[src/design/srsp_pkg.sv]
// shared types, constants and codes for the shifted row-sum projection block
package srsp_pkg;

  // parameter defaults
  localparam int MAX_COLUMNS_DEF = 1024;
  localparam int MAX_ROWS_DEF    = 64;
  localparam int PIXEL_BITS_DEF  = 16;

  // fixed field widths
  localparam int FUNC_W   = 2;
  localparam int COL_W    = 10;
  localparam int ROW_W    = 6;
  localparam int PIX_W    = 16;
  localparam int SHIFT_W  = 12;
  localparam int PROJ_W   = 30;
  localparam int STATUS_W = 2;
  localparam int NCOL_W   = 11;
  localparam int NROW_W   = 7;

  // apb port
  localparam int ADDR_W    = 4;
  localparam int DATA_W    = 32;
  localparam int REG_IDX_W = 2;

  // arithmetic widths: at most 64 rows are walked, so a 7 bit count holds them
  localparam int ROWCNT_W  = 7;
  localparam int SUM_EXTRA = 6;
  localparam int FRAC_BITS = 8;

  localparam logic [PROJ_W-1:0] PROJ_MAX = {PROJ_W{1'b1}};

  // register reset values
  localparam logic [ROW_W-1:0]  RESET_ROW_FIRST = 6'd5;
  localparam logic [ROW_W-1:0]  RESET_ROW_LAST  = 6'd58;
  localparam logic [NCOL_W-1:0] RESET_COLUMNS   = 11'd1024;
  localparam logic [NROW_W-1:0] RESET_ROWS      = 7'd64;

  // register indexes
  localparam logic [REG_IDX_W-1:0] REG_ROW_FIRST = 2'd0;
  localparam logic [REG_IDX_W-1:0] REG_ROW_LAST  = 2'd1;
  localparam logic [REG_IDX_W-1:0] REG_COLUMNS   = 2'd2;
  localparam logic [REG_IDX_W-1:0] REG_ROWS      = 2'd3;

  // function codes
  localparam logic [FUNC_W-1:0] FUNC_PIXEL = 2'd0;
  localparam logic [FUNC_W-1:0] FUNC_SHIFT = 2'd1;
  localparam logic [FUNC_W-1:0] FUNC_READ  = 2'd2;

  // status codes
  localparam logic [STATUS_W-1:0] STATUS_OK        = 2'd0;
  localparam logic [STATUS_W-1:0] STATUS_BAD_RANGE = 2'd1;
  localparam logic [STATUS_W-1:0] STATUS_BAD_COL   = 2'd2;

  typedef struct packed {
    logic [ROW_W-1:0]  row_first;
    logic [ROW_W-1:0]  row_last;
    logic [NCOL_W-1:0] columns_in_use;
    logic [NROW_W-1:0] rows_in_use;
  } cfg_t;

endpackage

[src/design/srsp_div.sv]
// bit-serial restoring divider, one quotient bit per cycle
module srsp_div #(
  parameter int NUM_W = 37
) (
  input  logic                          clk,
  input  logic                          rst,
  input  logic                          start,
  input  logic [NUM_W-1:0]              num,
  input  logic [srsp_pkg::ROWCNT_W-1:0] den,
  output logic                          busy,
  output logic                          done,
  output logic [NUM_W-1:0]              quot
);
  import srsp_pkg::*;

  localparam int CNT_W = $clog2(NUM_W + 1);

  logic [ROWCNT_W-1:0] rem;
  logic [ROWCNT_W-1:0] den_q;
  logic [CNT_W-1:0]    steps;
  logic [ROWCNT_W:0]   shifted;
  logic [ROWCNT_W:0]   trial;

  assign shifted = {rem, quot[NUM_W-1]};
  assign trial   = shifted - {1'b0, den_q};

  always_ff @(posedge clk) begin
    if (rst) begin
      busy <= 1'b0;
      done <= 1'b0;
    end else begin
      done <= 1'b0;
      if (start && !busy) begin
        busy <= 1'b1;
      end else if (busy && steps == CNT_W'(1)) begin
        busy <= 1'b0;
        done <= 1'b1;
      end
    end
  end

  always_ff @(posedge clk) begin
    if (start && !busy) begin
      quot  <= num;
      rem   <= '0;
      den_q <= den;
      steps <= CNT_W'(NUM_W);
    end else if (busy) begin
      steps <= steps - CNT_W'(1);
      if (!trial[ROWCNT_W]) begin
        rem  <= trial[ROWCNT_W-1:0];
        quot <= {quot[NUM_W-2:0], 1'b1};
      end else begin
        rem  <= shifted[ROWCNT_W-1:0];
        quot <= {quot[NUM_W-2:0], 1'b0};
      end
    end
  end

endmodule

[config.mk]
export PLATFORM = sky130hd
export DESIGN_NAME = srsp_div
export DESIGN_NICKNAME = d
export VERILOG_FILES = /design/src/design/srsp_pkg.sv /design/src/design/srsp_div.sv
export SDC_FILE = /design/constraint.sdc
export NUM_CORES = 1
export LEC_CHECK = 0
export BUFFER_PORTS_ARGS = -buffer_cell sky130_fd_sc_hd__buf_4
export CAP_MARGIN = 0
export CORE_UTILIZATION = 40
export DETAILED_ROUTE_END_ITERATION = 7
export HOLD_SLACK_MARGIN = 0.03
export PLACE_DENSITY = 0.73
export SLEW_MARGIN = 20
export SYNTH_ARGS = -nofsm -noshare
export SYNTH_HDL_FRONTEND = slang
export SYNTH_SLANG_ARGS = --single-unit
[constraint.sdc]
create_clock -name clk -period 4.3 [get_ports clk]
set_input_delay 0.86 -clock clk [delete_from_list [all_inputs] [get_ports clk]]
set_output_delay 0.86 -clock clk [all_outputs]
set_load 0.05 [all_outputs]
==> impl_metrics.env <==
export IMPL_status="complete, no violations"
export IMPL_criticalPathCategory="register to register"
export IMPL_cp_max_fo=3
export IMPL_switching_power_uw=762
export IMPL_wl_per_cell_um=14.5
export IMPL_yosysUniqueCellTypes=47
export IMPL_finalCritPeriodShare_pct=56.7
export IMPL_ios=86
export IMPL_met1_length_um=2690
export IMPL_antenna_found_initial=0
export IMPL_htreeDepth=3
export IMPL_leakagePower_uw=0.00161
export IMPL_powerDensity_nw_per_um2=539
export IMPL_cts_tree="yes"
export IMPL_path_clk_slew_ns=0.07
export IMPL_hpwl_um=4530
export IMPL_cts_sinks=59
export IMPL_max_slew_margin_rel_pct=48.5
export IMPL_vias_per_cell=5.10
export IMPL_ys_top_cells_by_area="edfxtp_1 45%, mux2_2 14%, dfxtp_1 10%"
export IMPL_fp_dieW_um=88.0
export IMPL_postCtsSetupBuffers=0
export IMPL_hold_depth=2
export IMPL_first_global_vias=2136
export IMPL_drt_iter0_markers=114
export IMPL_postSynth_asyncResetShare_pct=0
export IMPL_synth_area_um2=2960
export IMPL_crit_family="compound AO/OA/AOI/OAI gates"
export IMPL_grt_pass1_wl_um=10100
export IMPL_initial_core_util_pct=42.4
export IMPL_overflow=0
export IMPL_drv_cap=0
export IMPL_switching_share_pct=36.2
export IMPL_fin_skew_ns=0.00802
export IMPL_ff2ff_path_depth=9
export IMPL_cp_slowest_cell="edfxtp_1"
export IMPL_cp_cell_sequence="inv_1, ha_1, inv_1, fa_1, a211oi_1, nor2_1, o311a_1, or3_1, o311ai_1"
export IMPL_maxSlewViolCount=0
export IMPL_synth_top_area_cell="edfxtp_1"
export IMPL_synth_common_cells="44 x edfxtp_1, 36 x mux2_2, 17 x nand2_1, 17 x nor2_1, 15 x dfxtp_1"
export IMPL_clkPwrFrac_pct=26.6
export IMPL_synth_edf_count=44
export IMPL_tightestPinTransition_ns=0.771
export IMPL_num_fill_cells=623
export IMPL_grt_use_total_pct=17.7
export IMPL_wl_met3_um=597
export IMPL_rsz0062_at_grt="no"
export IMPL_syn_to_final_growth_pct=31.9
export IMPL_synth_seq_cells=59
export IMPL_highest_layer="met4"
export IMPL_cp_arrival_ns=2.68
export IMPL_ant_nets=0
export IMPL_clk_path_buf_depth=2
export IMPL_fin_nets=386
export IMPL_intPower_uw=1340
export IMPL_portBuffers=85
export IMPL_worstSkewPairLatency_ns=0.34
export IMPL_dieArea_um2=7740
export IMPL_setup_tns_ns=0
export IMPL_cpMostUsedCell="inv_1"
export IMPL_globalplace_congestion=0.788
export IMPL_core_area_um2=6980
export IMPL_drc=0
export IMPL_yosysSeqAreaShare_pct=54.8
export IMPL_fmax_ghz=0.410
export IMPL_dieHeight_um=88.0
export IMPL_cp_num_buf_inv=2
export IMPL_critPathCaptureType="register"
export IMPL_wirelength_um=6250
export IMPL_num_rows=30
export IMPL_hold_violations=0
export IMPL_grt_max_degree=30
export IMPL_ctsHoldBuffers=0
export IMPL_slowest_delay_ns=0.42
export IMPL_synth_nets=297
export IMPL_yosysTopAreaCellShare_pct=44.7
export IMPL_vdd_drop_max_mv=0.260
export IMPL_critPathLaunchType="register"
export IMPL_post_cts_resized=0
export IMPL_hp_class="register to register"
export IMPL_diodes=0
export IMPL_p_comb_share_pct=35.3
export IMPL_post_synth_top_count_cell="edfxtp_1"
export IMPL_vias=2195
export IMPL_setup_viol=0
export IMPL_root_buffer="clkbuf_8"
export IMPL_fin_crit_ns=2.44
export IMPL_worst_path_stages=9
export IMPL_wl_met2_um=2880
export IMPL_cts_buffers=9
export IMPL_drive_gt1_share_pct=43.1
export IMPL_sequentialPowerShare_pct=38.2
export IMPL_syn_inst=240
export IMPL_critical_path_required_ns=4.55
export IMPL_synth_top_flop_cell="edfxtp_1"
export IMPL_power_total_uw=2100
export IMPL_drt_first_pass_iters=4
export IMPL_syn_avg_cell_area_um2=12.3
export IMPL_yosys_warnings=0
==> metal layers <==
layer	GRT usage [%]	vias to the layer above
met5	0	-
met4	7.30	0
met3	8.48	7
met2	25.9	73
met1	22.3	1041
li1	-	1074
==> power groups by stage <==
| stage | registers [uW] | clock network, uW | logic (uW) |
|---|---|---|---|
| floorplan | 962 | 0 | 401 |
| global placement | 813 | 0 | 731 |
| detailed placement | 814 | 0 | 742 |
| CTS | 804 | 569 | 744 |
| global route | 817 | 596 | 806 |
| finish | 802 | 559 | 742 |
==> kinds of logic after synthesis <==
| family | after synthesis | synth area share, % |
|---|---|---|
| buffers and inverters | 23 | 3.64 |
| AOI/OAI and AO/OA | 35 | 9.01 |
| and+or+nand+nor | 69 | 11.8 |
| muxes | 39 | 14.7 |
| xor gates and xnor gates | 5 | 1.48 |
| adders and majority gates | 10 | 4.48 |
| DFF | 59 | 54.8 |
==> cell usage in the layout (no fill, tap or decap), drive strengths merged, types with 2 or more instances in the layout <==
| cell | instances |
|---|---|
| and2 | 2 |
| edfxtp | 44 |
| nand2b | 6 |
| nor2 | 17 |
| a211oi | 4 |
| nand3 | 3 |
| nor2b | 3 |
| o21ai | 5 |
| or3 | 3 |
| a2111o | 2 |
| o311ai | 2 |
| buf | 87 |
| bufinv | 2 |
| nor3 | 4 |
| mux2i | 3 |
| inv | 14 |
| xnor2 | 5 |
| a21oi | 8 |
| dfxtp | 15 |
| nand2 | 17 |
| nand4 | 2 |
| mux2 | 36 |
| a21o | 3 |
| ha | 9 |
| nor3b | 3 |
| clkbuf | 10 |
| a311oi | 4 |
| clkinv | 3 |
| nor4 | 4 |
==> state kept, by name, indices dropped and copies added (netlist names) <==
signal	count
steps	6
quot	37
rem	7
done	1
den_q	7
busy	1
==> worst reg2reg max path, delay by kind of cell (launching register included) <==
family                   cells  cell delay [ns]
adder cells (fa/ha/maj)      2             0.56
flip-flops                   1             0.42
AND/OR/NAND/NOR              2             0.44
AO/OA/AOI/OAI                3             0.78
buffers and inverters        2             0.16
==> area by class of cell <==
type,instances,area [um2],share of cell area [%]
clock buffers,10,128,3.27
clock inverters,6,90.1,2.31
inverters,14,52.6,1.35
multi-input cells,158,1240,31.7
flip-flops and latches,59,1620,41.6
well taps,96,120,3.08
repair buffers,87,653,16.7
==> per-stage QoR <==
step	utilization [%]	setup slack, ns	hold WS, ns	instances	area (um2)
after floorplan	-	1.76	0.475	240	2960
after global placement	52.8	1.60	0.490	414	3680
after detailed placement	52.8	1.59	0.508	414	3680
after CTS	55.9	1.85	0.521	430	3900
after global routing	55.9	1.73	0.557	430	3900
final	55.9	1.86	0.517	430	3900
==> final timing paths <==
path	from	end	slack, ns
worst min-delay path	steps[4]$_SDFFE_PP0P_	steps[4]$_SDFFE_PP0P_	0.52
worst max register to register	quot[36]$_DFFE_PP_	rem[6]$_SDFFE_PP0P_	1.86
worst max-delay path	quot[36]$_DFFE_PP_	rem[6]$_SDFFE_PP0P_	1.86
worst min register to register	steps[4]$_SDFFE_PP0P_	steps[4]$_SDFFE_PP0P_	0.52
Power figures use the tool's default switching activity.
