`src/design/srsp_pkg.sv`:
```
// shared types, constants and codes for the shifted row-sum projection block
package srsp_pkg;

  // parameter defaults
  localparam int MAX_COLUMNS_DEF = 1024;
  localparam int MAX_ROWS_DEF    = 64;
  localparam int PIXEL_BITS_DEF  = 16;

  // fixed field widths
  localparam int FUNC_W   = 2;
  localparam int COL_W    = 10;
  localparam int ROW_W    = 6;
  localparam int PIX_W    = 16;
  localparam int SHIFT_W  = 12;
  localparam int PROJ_W   = 30;
  localparam int STATUS_W = 2;
  localparam int NCOL_W   = 11;
  localparam int NROW_W   = 7;

  // apb port
  localparam int ADDR_W    = 4;
  localparam int DATA_W    = 32;
  localparam int REG_IDX_W = 2;

  // arithmetic widths: at most 64 rows are walked, so a 7 bit count holds them
  localparam int ROWCNT_W  = 7;
  localparam int SUM_EXTRA = 6;
  localparam int FRAC_BITS = 8;

  localparam logic [PROJ_W-1:0] PROJ_MAX = {PROJ_W{1'b1}};

  // register reset values
  localparam logic [ROW_W-1:0]  RESET_ROW_FIRST = 6'd5;
  localparam logic [ROW_W-1:0]  RESET_ROW_LAST  = 6'd58;
  localparam logic [NCOL_W-1:0] RESET_COLUMNS   = 11'd1024;
  localparam logic [NROW_W-1:0] RESET_ROWS      = 7'd64;

  // register indexes
  localparam logic [REG_IDX_W-1:0] REG_ROW_FIRST = 2'd0;
  localparam logic [REG_IDX_W-1:0] REG_ROW_LAST  = 2'd1;
  localparam logic [REG_IDX_W-1:0] REG_COLUMNS   = 2'd2;
  localparam logic [REG_IDX_W-1:0] REG_ROWS      = 2'd3;

  // function codes
  localparam logic [FUNC_W-1:0] FUNC_PIXEL = 2'd0;
  localparam logic [FUNC_W-1:0] FUNC_SHIFT = 2'd1;
  localparam logic [FUNC_W-1:0] FUNC_READ  = 2'd2;

  // status codes
  localparam logic [STATUS_W-1:0] STATUS_OK        = 2'd0;
  localparam logic [STATUS_W-1:0] STATUS_BAD_RANGE = 2'd1;
  localparam logic [STATUS_W-1:0] STATUS_BAD_COL   = 2'd2;

  typedef struct packed {
    logic [ROW_W-1:0]  row_first;
    logic [ROW_W-1:0]  row_last;
    logic [NCOL_W-1:0] columns_in_use;
    logic [NROW_W-1:0] rows_in_use;
  } cfg_t;

endpackage

```
`src/design/srsp_regs.sv`:
```
// apb configuration registers of the projection block
module srsp_regs (
  input  logic                        clk,
  input  logic                        rst,
  input  logic                        psel,
  input  logic                        penable,
  input  logic                        pwrite,
  input  logic [srsp_pkg::ADDR_W-1:0] paddr,
  input  logic [srsp_pkg::DATA_W-1:0] pwdata,
  output logic [srsp_pkg::DATA_W-1:0] prdata,
  output logic                        pready,
  output srsp_pkg::cfg_t              cfg
);
  import srsp_pkg::*;

  logic [REG_IDX_W-1:0] reg_idx;
  logic                 wr_en;

  assign reg_idx = paddr[ADDR_W-1:2];
  assign wr_en   = psel && penable && pwrite;
  assign pready  = 1'b1;

  always_ff @(posedge clk) begin
    if (rst) begin
      cfg.row_first      <= RESET_ROW_FIRST;
      cfg.row_last       <= RESET_ROW_LAST;
      cfg.columns_in_use <= RESET_COLUMNS;
      cfg.rows_in_use    <= RESET_ROWS;
    end else if (wr_en) begin
      case (reg_idx)
        REG_ROW_FIRST: cfg.row_first      <= pwdata[ROW_W-1:0];
        REG_ROW_LAST:  cfg.row_last       <= pwdata[ROW_W-1:0];
        REG_COLUMNS:   cfg.columns_in_use <= pwdata[NCOL_W-1:0];
        REG_ROWS:      cfg.rows_in_use    <= pwdata[NROW_W-1:0];
        default: begin
        end
      endcase
    end
  end

  always_comb begin
    case (reg_idx)
      REG_ROW_FIRST: prdata = DATA_W'(cfg.row_first);
      REG_ROW_LAST:  prdata = DATA_W'(cfg.row_last);
      REG_COLUMNS:   prdata = DATA_W'(cfg.columns_in_use);
      REG_ROWS:      prdata = DATA_W'(cfg.rows_in_use);
      default:       prdata = '0;
    endcase
  end

endmodule

```
`config.mk`:
```
export PLATFORM = sky130hd
export DESIGN_NAME = srsp_regs
export DESIGN_NICKNAME = d
export VERILOG_FILES = /design/src/design/srsp_pkg.sv /design/src/design/srsp_regs.sv
export SDC_FILE = /design/constraint.sdc
export NUM_CORES = 1
export LEC_CHECK = 0
export ABC_AREA = 1
export BUFFER_PORTS_ARGS = -buffer_cell sky130_fd_sc_hd__buf_4
export CAP_MARGIN = 20
export CORE_UTILIZATION = 46
export CTS_BUF_LIST = sky130_fd_sc_hd__clkbuf_4
export CTS_CLUSTER_SIZE = 24
export DETAILED_ROUTE_END_ITERATION = 10
export GPL_TIMING_DRIVEN = 0
export PLACE_DENSITY = 0.87
export SLEW_MARGIN = 25
export SYNTH_ARGS = -nofsm -noshare
export SYNTH_HDL_FRONTEND = slang
export SYNTH_SLANG_ARGS = --single-unit
```
`constraint.sdc`:
```
create_clock -name clk -period 1.8 [get_ports clk]
set_input_delay 0.09 -clock clk [delete_from_list [all_inputs] [get_ports clk]]
set_output_delay 0.09 -clock clk [all_outputs]
set_load 0.005 [all_outputs]
```
==> results of run 1 <==
==> synth_stat cells (2+ instances only) <==
library cell	number
nand2_1	67
nor2_1	54
nand3_1	31
dfxtp_1	30
buf_4	24
inv_1	19
nand4_1	6
buf_2	4
clkbuf_1	2
conb_1	2
o21ai_0	2
==> worst reg2reg max path, delay by kind of cell (launching register included) <==
family           cells  cell delay, ns
DFF                  1            0.34
and+or+nand+nor      2            0.20
==> per-layer routing <==
metal / part of all wire, % / vias to the layer above / routed length [um]
li1: - / 900 / -
met1: 41 / 758 / 1800
met2: 49 / 84 / 2130
met3: 8.2 / 11 / 361
met4: 1.9 / 0 / 83
met5: 0 / - / 0
==> cell usage in the layout, fill, tap and decap left out, drive strengths merged <==
cell type     n
buf          87
nand2        67
nor2         56
nand3        31
dfxtp        30
conb         22
inv          19
clkbuf        9
dlygate4sd3   8
nand4         6
o21ai         2
a22o          1
==> kinds of logic (layout without fill, tap and decap cells) <==
logic type	count (synthesis)	count (layout)
other cells	2	22
flops	30	30
buf+inv	50	123
simple gates	160	160
compound gates	3	3
==> final cells by class <==
type,count,area share (%)
tap,44,2.42
multi-input combinational,185,33.7
clock buffer,7,2.31
timing repair buffer,66,22.7
sequential,30,26.4
inverter,19,3.14
buffer,31,9.31
==> power breakdown <==
| part | switching, W | leakage (nW) | internal [W] |
|---|---|---|---|
| sequential | 0.0000112 | 0.243 | 0.000678 |
| clock | 0.000233 | 0.0322 | 0.000177 |
| combinational | 0.000126 | 0.923 | 0.000131 |
| total | 0.000370 | 1.20 | 0.000986 |
==> what timing repair did <==
item,CTS,global route
hold buffers,8,0
resized for setup,0,0
hold endpoints to repair,8,0
==> stage by stage <==
stage	setup slack (ns)	hold slack, ns
4_1_cts	0.667	0.0695
6_report	0.643	0.0583
3_5_place_dp	0.674	0.307
2_1_floorplan	0.967	0.216
5_1_grt	0.604	0.0901
3_3_place_gp	0.683	0.308
==> worst paths after layout <==
check,from,end,slack (ns),depth (start not counted)
setup / recovery,cfg[1]$_SDFFE_PP0P_,prdata[1],0.64,3
hold / removal,pwdata[8],cfg[15]$_SDFFE_PP0P_,0.06,5
setup reg to reg,cfg[29]$_SDFFE_PP0P_,cfg[29]$_SDFFE_PP0P_,1.16,2
hold reg to reg,cfg[26]$_SDFFE_PP1P_,cfg[26]$_SDFFE_PP1P_,0.49,2
==> metrics.csv, run 1 <==
metric,value,unit
outcome,"complete, no violations",
yosys.area_share.simple,42.2,%
clk_pin_slew,0.09,ns
ys_ff_latch,30,
grtUsageMet2,44.0,%
crit_arrival,1.07,ns
cts_max_level,2,
avgSynthCellArea,6.42,um2
cts_sinks,30,
p_leak,1.20,nW
relSlewSlack,64.0,%
wl,4.38,mm
min_period,1.16,ns
row_count,20,
grt_pass1_wl,6.65,mm
worstSetupEndpointType,output port,
grt_antenna_before_repair,0,
worstPathRequired,1.71,ns
grt-ovfl-total,0,
power.density,597,mW/mm2
drt_iter0_markers,82,
fin_area,0.00227,mm2
die-area,0.00366,mm2
path_buf_inv,1,
cts_tree,built,
cts_setup_buffers,0,
netlist_instances,245,
drive_above_1_share,28.1,%
regMostFlops,cfg,
cp_slowest_stage_delay,0.39,ns
core,0.00315,mm2
ant_nets,0,
synth_top_family_by_area,simple AND/OR/NAND/NOR gates,
clk_latency,0.34,ns
fin_crit_sh,64.3,%
placed_cells,367,
via_per_inst,4.59,
fmax,864,MHz
path_cells,"nand2_1, nand4_1, buf_4",
syn_to_final_growth,44.4,%
netlist_area,0.00157,mm2
crit_slowest_cell,dfxtp_1,
worst_slew_pin_slew,0.538,ns
remaining_drc_errors,0,
top_regs,cfg (30),
post-dp-hpwl,3.24,mm
ys_dominant_reg_cell,dfxtp_1,
rsz0062_at_grt,false,
fillers,284,
largest_register_ffs,30,
async_flop_share,0,%
grt_max_degree,11,
crit_path_max_fanout,3,
crit_family,flip-flops,
yosys_warnings,0,
cts_buffers,5,
cts-root-buf,clkbuf_4,
gp_congestion,0.893,
place_area,0.00214,mm2
start_kind,flop,
register_area,601,um2
synthTopCellsByArea,"dfxtp_1 (38%), nand2_1 (16%), nor2_1 (13%), buf_4 (11%), nand3_1 (9.9%)",
setup_viol,0,
gr-max-usage-layer,met2,
hold_path_class,in -> reg,
cts_buffer_depth,2,
synth_area_leader_cell,dfxtp_1,
initial_core_util,49.9,%
port_buffers,58,
yosysTopAreaCellShare,38.2,%
wl_per_cell,11.5,um
vias,1753,
synth_mux_area_share,0,%
crit_type,reg -> out,
diodes,0,
grt_use_met1,30.7,%
grt_util_all_layers,25.6,%
vdd_drop_max,0.471,mV
first_pass_iters,4,
post-route-util,72.1,%
fin_nets,379,
fin_total_pwr,0.00136,W
gr-usage-met3,7.25,%
report.final.slew_viol_count,0,
multi_input_area,766,um2
tns,0,ns
synthDistinctLibCells,15,
cap_viol_max_count,0,
ios,104,
die_h,60.5,um
grt_pass1_vias,1486,
synth_xor_area_share,0,%
die_x,60.5,um
fin_cells,382,
synth-compound-area-share,1.19,%
fin_skew,0,ns
synth_edf_count,0,
synth-adder-area-share,0,%
final_hold_viol_count,0,
yosysSeqAreaShare,38.2,%
No activity file was read; power rests on OpenSTA's default activity.
==> run 2: changes to the inputs <==
--- a/config.mk
+++ b/config.mk
@@ -5,15 +5,15 @@
 export SDC_FILE = /design/constraint.sdc
 export NUM_CORES = 1
 export LEC_CHECK = 0
-export ABC_AREA = 1
+export ABC_AREA = 0
 export BUFFER_PORTS_ARGS = -buffer_cell sky130_fd_sc_hd__buf_4
 export CAP_MARGIN = 20
-export CORE_UTILIZATION = 46
+export CORE_UTILIZATION = 44
 export CTS_BUF_LIST = sky130_fd_sc_hd__clkbuf_4
 export CTS_CLUSTER_SIZE = 24
 export DETAILED_ROUTE_END_ITERATION = 10
 export GPL_TIMING_DRIVEN = 0
-export PLACE_DENSITY = 0.87
+export PLACE_DENSITY = 0.83
 export SLEW_MARGIN = 25
 export SYNTH_ARGS = -nofsm -noshare
 export SYNTH_HDL_FRONTEND = slang
==> constraint.sdc (replaced) <==
create_clock -name clk -period 1.1 [get_ports clk]
set_input_delay 0.055 -clock clk [delete_from_list [all_inputs] [get_ports clk]]
set_output_delay 0.055 -clock clk [all_outputs]
set_load 0.005 [all_outputs]
==> run 2 against run 1 <==
Effect of this change: clock power is 51% higher; largest cell class is now buffers; total power up 58%; critical path depth shrank 1; non-clock buffer count rose by 18; first-iteration DRC count fell by 13%; the run now ends with setup timing left; synthesized cell count is 29% lower; synthesized area is 4.0% higher; clock-buffer cell count decreased by 2; register-to-register slack worse by 0.96 ns; combinational power increased by 61%.
==> metrics.csv, run 2 <==
metric,value,unit,change
outcome,finished with violations,,
violations,setup timing,,
p_leak,1.17,nW,-2.1%
grt_util_all_layers,24.7,%,-0.97 points
crit_arrival,1.29,ns,+0.22 ns
core,0.00344,mm2,+9.2%
min_period,1.34,ns,
rsz0062_at_grt,true,,
synthDistinctLibCells,25,,+10
syn_to_final_growth,53.6,%,
netlist_area,0.00164,mm2,+4.0%
worst_slew_pin_slew,0.539,ns,+0.00163 ns
cts_tree,built,,
remaining_drc_errors,0,,unchanged
ys_dominant_reg_cell,dfxtp_1,,
worst_hold_slack,0.0105,ns,-0.0478 ns
die-area,0.00397,mm2,+8.4%
cap_viol_max_count,0,,unchanged
p_sw,0.000583,W,+58%
largest_register_ffs,30,,unchanged
vdd_drop_max,0.656,mV,+39%
fin_area,0.00251,mm2,+11%
ys_ff_latch,30,,unchanged
synth_area_leader_cell,dfxtp_1,,
hold_path_class,in -> reg,,
wl_per_cell,13.9,um,+21%
start_kind,flop,,
place_area,0.00220,mm2,+2.7%
cp.depth,2,,-1
synthTopCellsByArea,"dfxtp_1 (37%), mux2i_1 (12%), buf_4 (11%), mux4_2 (8.3%), nand2b_1 (6.1%)",,
cts_max_level,2,,unchanged
p_seq_share,51.8,%,+1.0 points
setup_viol,6,,+6
top_regs,cfg (30),,
vias,1605,,-8.4%
power.density,853,mW/mm2,+43%
pre_cts_slack,-0.0656,ns,-0.739 ns
reg2reg_depth,4,,+2
fmax,745,MHz,
final_hold_viol_count,0,,unchanged
clk_latency,0.34,ns,about the same
diodes,0,,unchanged
crit_start,cfg[2]$_SDFFE_PP0P_,,
gp_congestion,0.838,,-6.2%
netSwitchingFraction,27.2,%,-0.098 points
worstSetupEndpointType,output port,,
path_buf_inv,1,,unchanged
cts_buffer_depth,2,,unchanged
synth_edf_count,0,,unchanged
regMostFlops,cfg,,
yosys_warnings,0,,unchanged
die_h,63.0,um,+4.1%
wl,4.59,mm,+4.8%
post-dp-hpwl,2.96,mm,-8.6%
netlist_instances,173,,-29%
final_common_cell,buf_4,,
async_flop_share,0,%,unchanged
crit_family,multiplexers,,
synthTopCellsByCount,"dfxtp_1 (30), buf_4 (23), mux2i_1 (19), nor2_1 (17)",,
grt_antenna_before_repair,0,,unchanged
path_cells,"mux4_2, buf_6",,
ios,104,,unchanged
worstPathRequired,1.04,ns,-0.67 ns
worstReg2RegStart,cfg[18]$_SDFFE_PP0P_,,
initial_core_util,47.5,%,-2.4 points
crit_type,reg -> out,,
cts-root-buf,clkbuf_4,,
cts_sinks,30,,unchanged
via_per_inst,4.86,,+6.0%
die_x,63.0,um,+4.1%
yosysTopAreaCellShare,36.7,%,-1.5 points
ant_nets,0,,unchanged
relSlewSlack,63.9,%,-0.093 points
drive_above_1_share,51.1,%,+23 points
multi_input_area,881,um2,+15%
drt_iter0_markers,71,,-13%
cp_slowest_stage_delay,0.48,ns,+0.09 ns
grt_pass1_wl,7.36,mm,+11%
fillers,291,,+2.5%
first_pass_iters,4,,unchanged
yosysSeqAreaShare,36.7,%,-1.5 points
final_cell_mix,"buf_4 (92), dfxtp_2 (24), conb_1 (22)",,
cts_buffers,5,,unchanged
fin_cells,330,,-14%
clk_pin_slew,0.10,ns,about the same
synth_most_common_cell,dfxtp_1,,
avgSynthCellArea,9.46,um2,+47%
grt_pass1_vias,1530,,+3.0%
crit_slowest_cell,mux4_2,,
clockPowerShare,28.9,%,-1.3 points
register_area,631,um2,+5.0%
setup_ws,-0.242,ns,-0.885 ns
endpoint,prdata[2],,
p_int,0.00156,W,+58%
crit_path_max_fanout,2,,-1
fin_crit_sh,122,%,
rrSetupSlack,0.20,ns,-0.96 ns
grt_max_degree,11,,unchanged
fin_skew,0,ns,unchanged
timing.rr.end,cfg[18]$_SDFFE_PP0P_,,
fin_nets,324,,-15%
placed_cells,296,,-19%
pwr-share-comb,19.3,%,+0.3 points
row_count,21,,+5.0%
report.final.slew_viol_count,0,,unchanged
port_buffers,57,,-1.7%
grt-ovfl-total,0,,unchanged
[run 2: changes by cell type in the layout (fill, tap and decap cells not counted), moves of 19 or more]
cell     previous run  this run
nand3_1            31         6
dfxtp_1            30         6
nand2_1            67         0
dfxtp_2             0        24
nor2_1             54        17
mux2i_1             0        19
inv_1              19         0
[run 2: cell families after synthesis]
kind of cell | synth area share, %
DFF | 36.7
buffers and inverters | 14.1
AOI/OAI and AO/OA | 7.95
other | 0.459
muxes | 19.9
and+or+nand+nor | 20.9
[run 2: per-layer routing]
| metal | track usage (%) | up-vias | part of all wire, % | wire (um) |
|---|---|---|---|---|
| li1 | - | 766 | - | - |
| met1 | 28.3 | 749 | 41 | 1900 |
| met5 | 0 | - | 0 | 0 |
| met2 | 42.2 | 78 | 50 | 2310 |
| met3 | 6.57 | 12 | 6.5 | 296 |
| met4 | 11.3 | 0 | 1.8 | 82 |
[run 2: repair_timing]
item                                    CTS  global route
buffers inserted                         13             4
endpoints found under the setup margin    6             8
hold buffers                              9             0
resized for setup                        22             8
endpoints found under the hold margin    10             0
[run 2: how the worst min path moves through the flow]
stage | to | startpoint | slack, ns | cells after the start
6_report | cfg[19]$_SDFFE_PP1P_ | pwdata[1] | 0.01 | 3
5_1_grt | cfg[23]$_SDFFE_PP1P_ | pwdata[5] | 0.02 | 3
4_1_cts | cfg[19]$_SDFFE_PP1P_ | pwdata[1] | 0.00004 | 3
3_5_place_dp | cfg[6]$_SDFFE_PP1P_ | pwdata[6] | 0.33 | 3
3_3_place_gp | cfg[17]$_SDFFE_PP1P_ | pwdata[10] | 0.31 | 3
2_1_floorplan | cfg[14]$_SDFFE_PP0P_ | pwdata[7] | 0.20 | 2
[run 2: final cells by class]
type	instances	area share, %
buffer	32	9.06
multi-input combinational	130	35.0
sequential	30	25.1
clock inverter	3	0.448
clock buffer	5	1.49
tap	46	2.29
inverter	1	0.149
timing repair buffer	83	26.4
[run 2: metrics by stage]
stage	power, W	util [%]	setup TNS (ns)
floorplan	0.00135	-	0
global placement	0.00149	63.8	-0.248
detailed placement	0.00149	63.8	-0.285
CTS	0.00213	71.8	-1.33
global route	0.00222	73.0	-1.56
finish	0.00215	73.0	-1.34
[run 2: tightest hold or removal path, stage by stage]
cell and delay, ns:
buf_4 0.08, nor2_1 0.04, mux2i_1 0.12
[run 2: power by group through the flow]
stage | combinational (W) | clock, W | sequential [W]
2_1_floorplan | 0.000213 | 0 | 0.00113
3_3_place_gp | 0.000353 | 0 | 0.00114
3_5_place_dp | 0.000356 | 0 | 0.00114
4_1_cts | 0.000401 | 0.000617 | 0.00111
5_1_grt | 0.000445 | 0.000667 | 0.00111
6_report | 0.000415 | 0.000620 | 0.00111
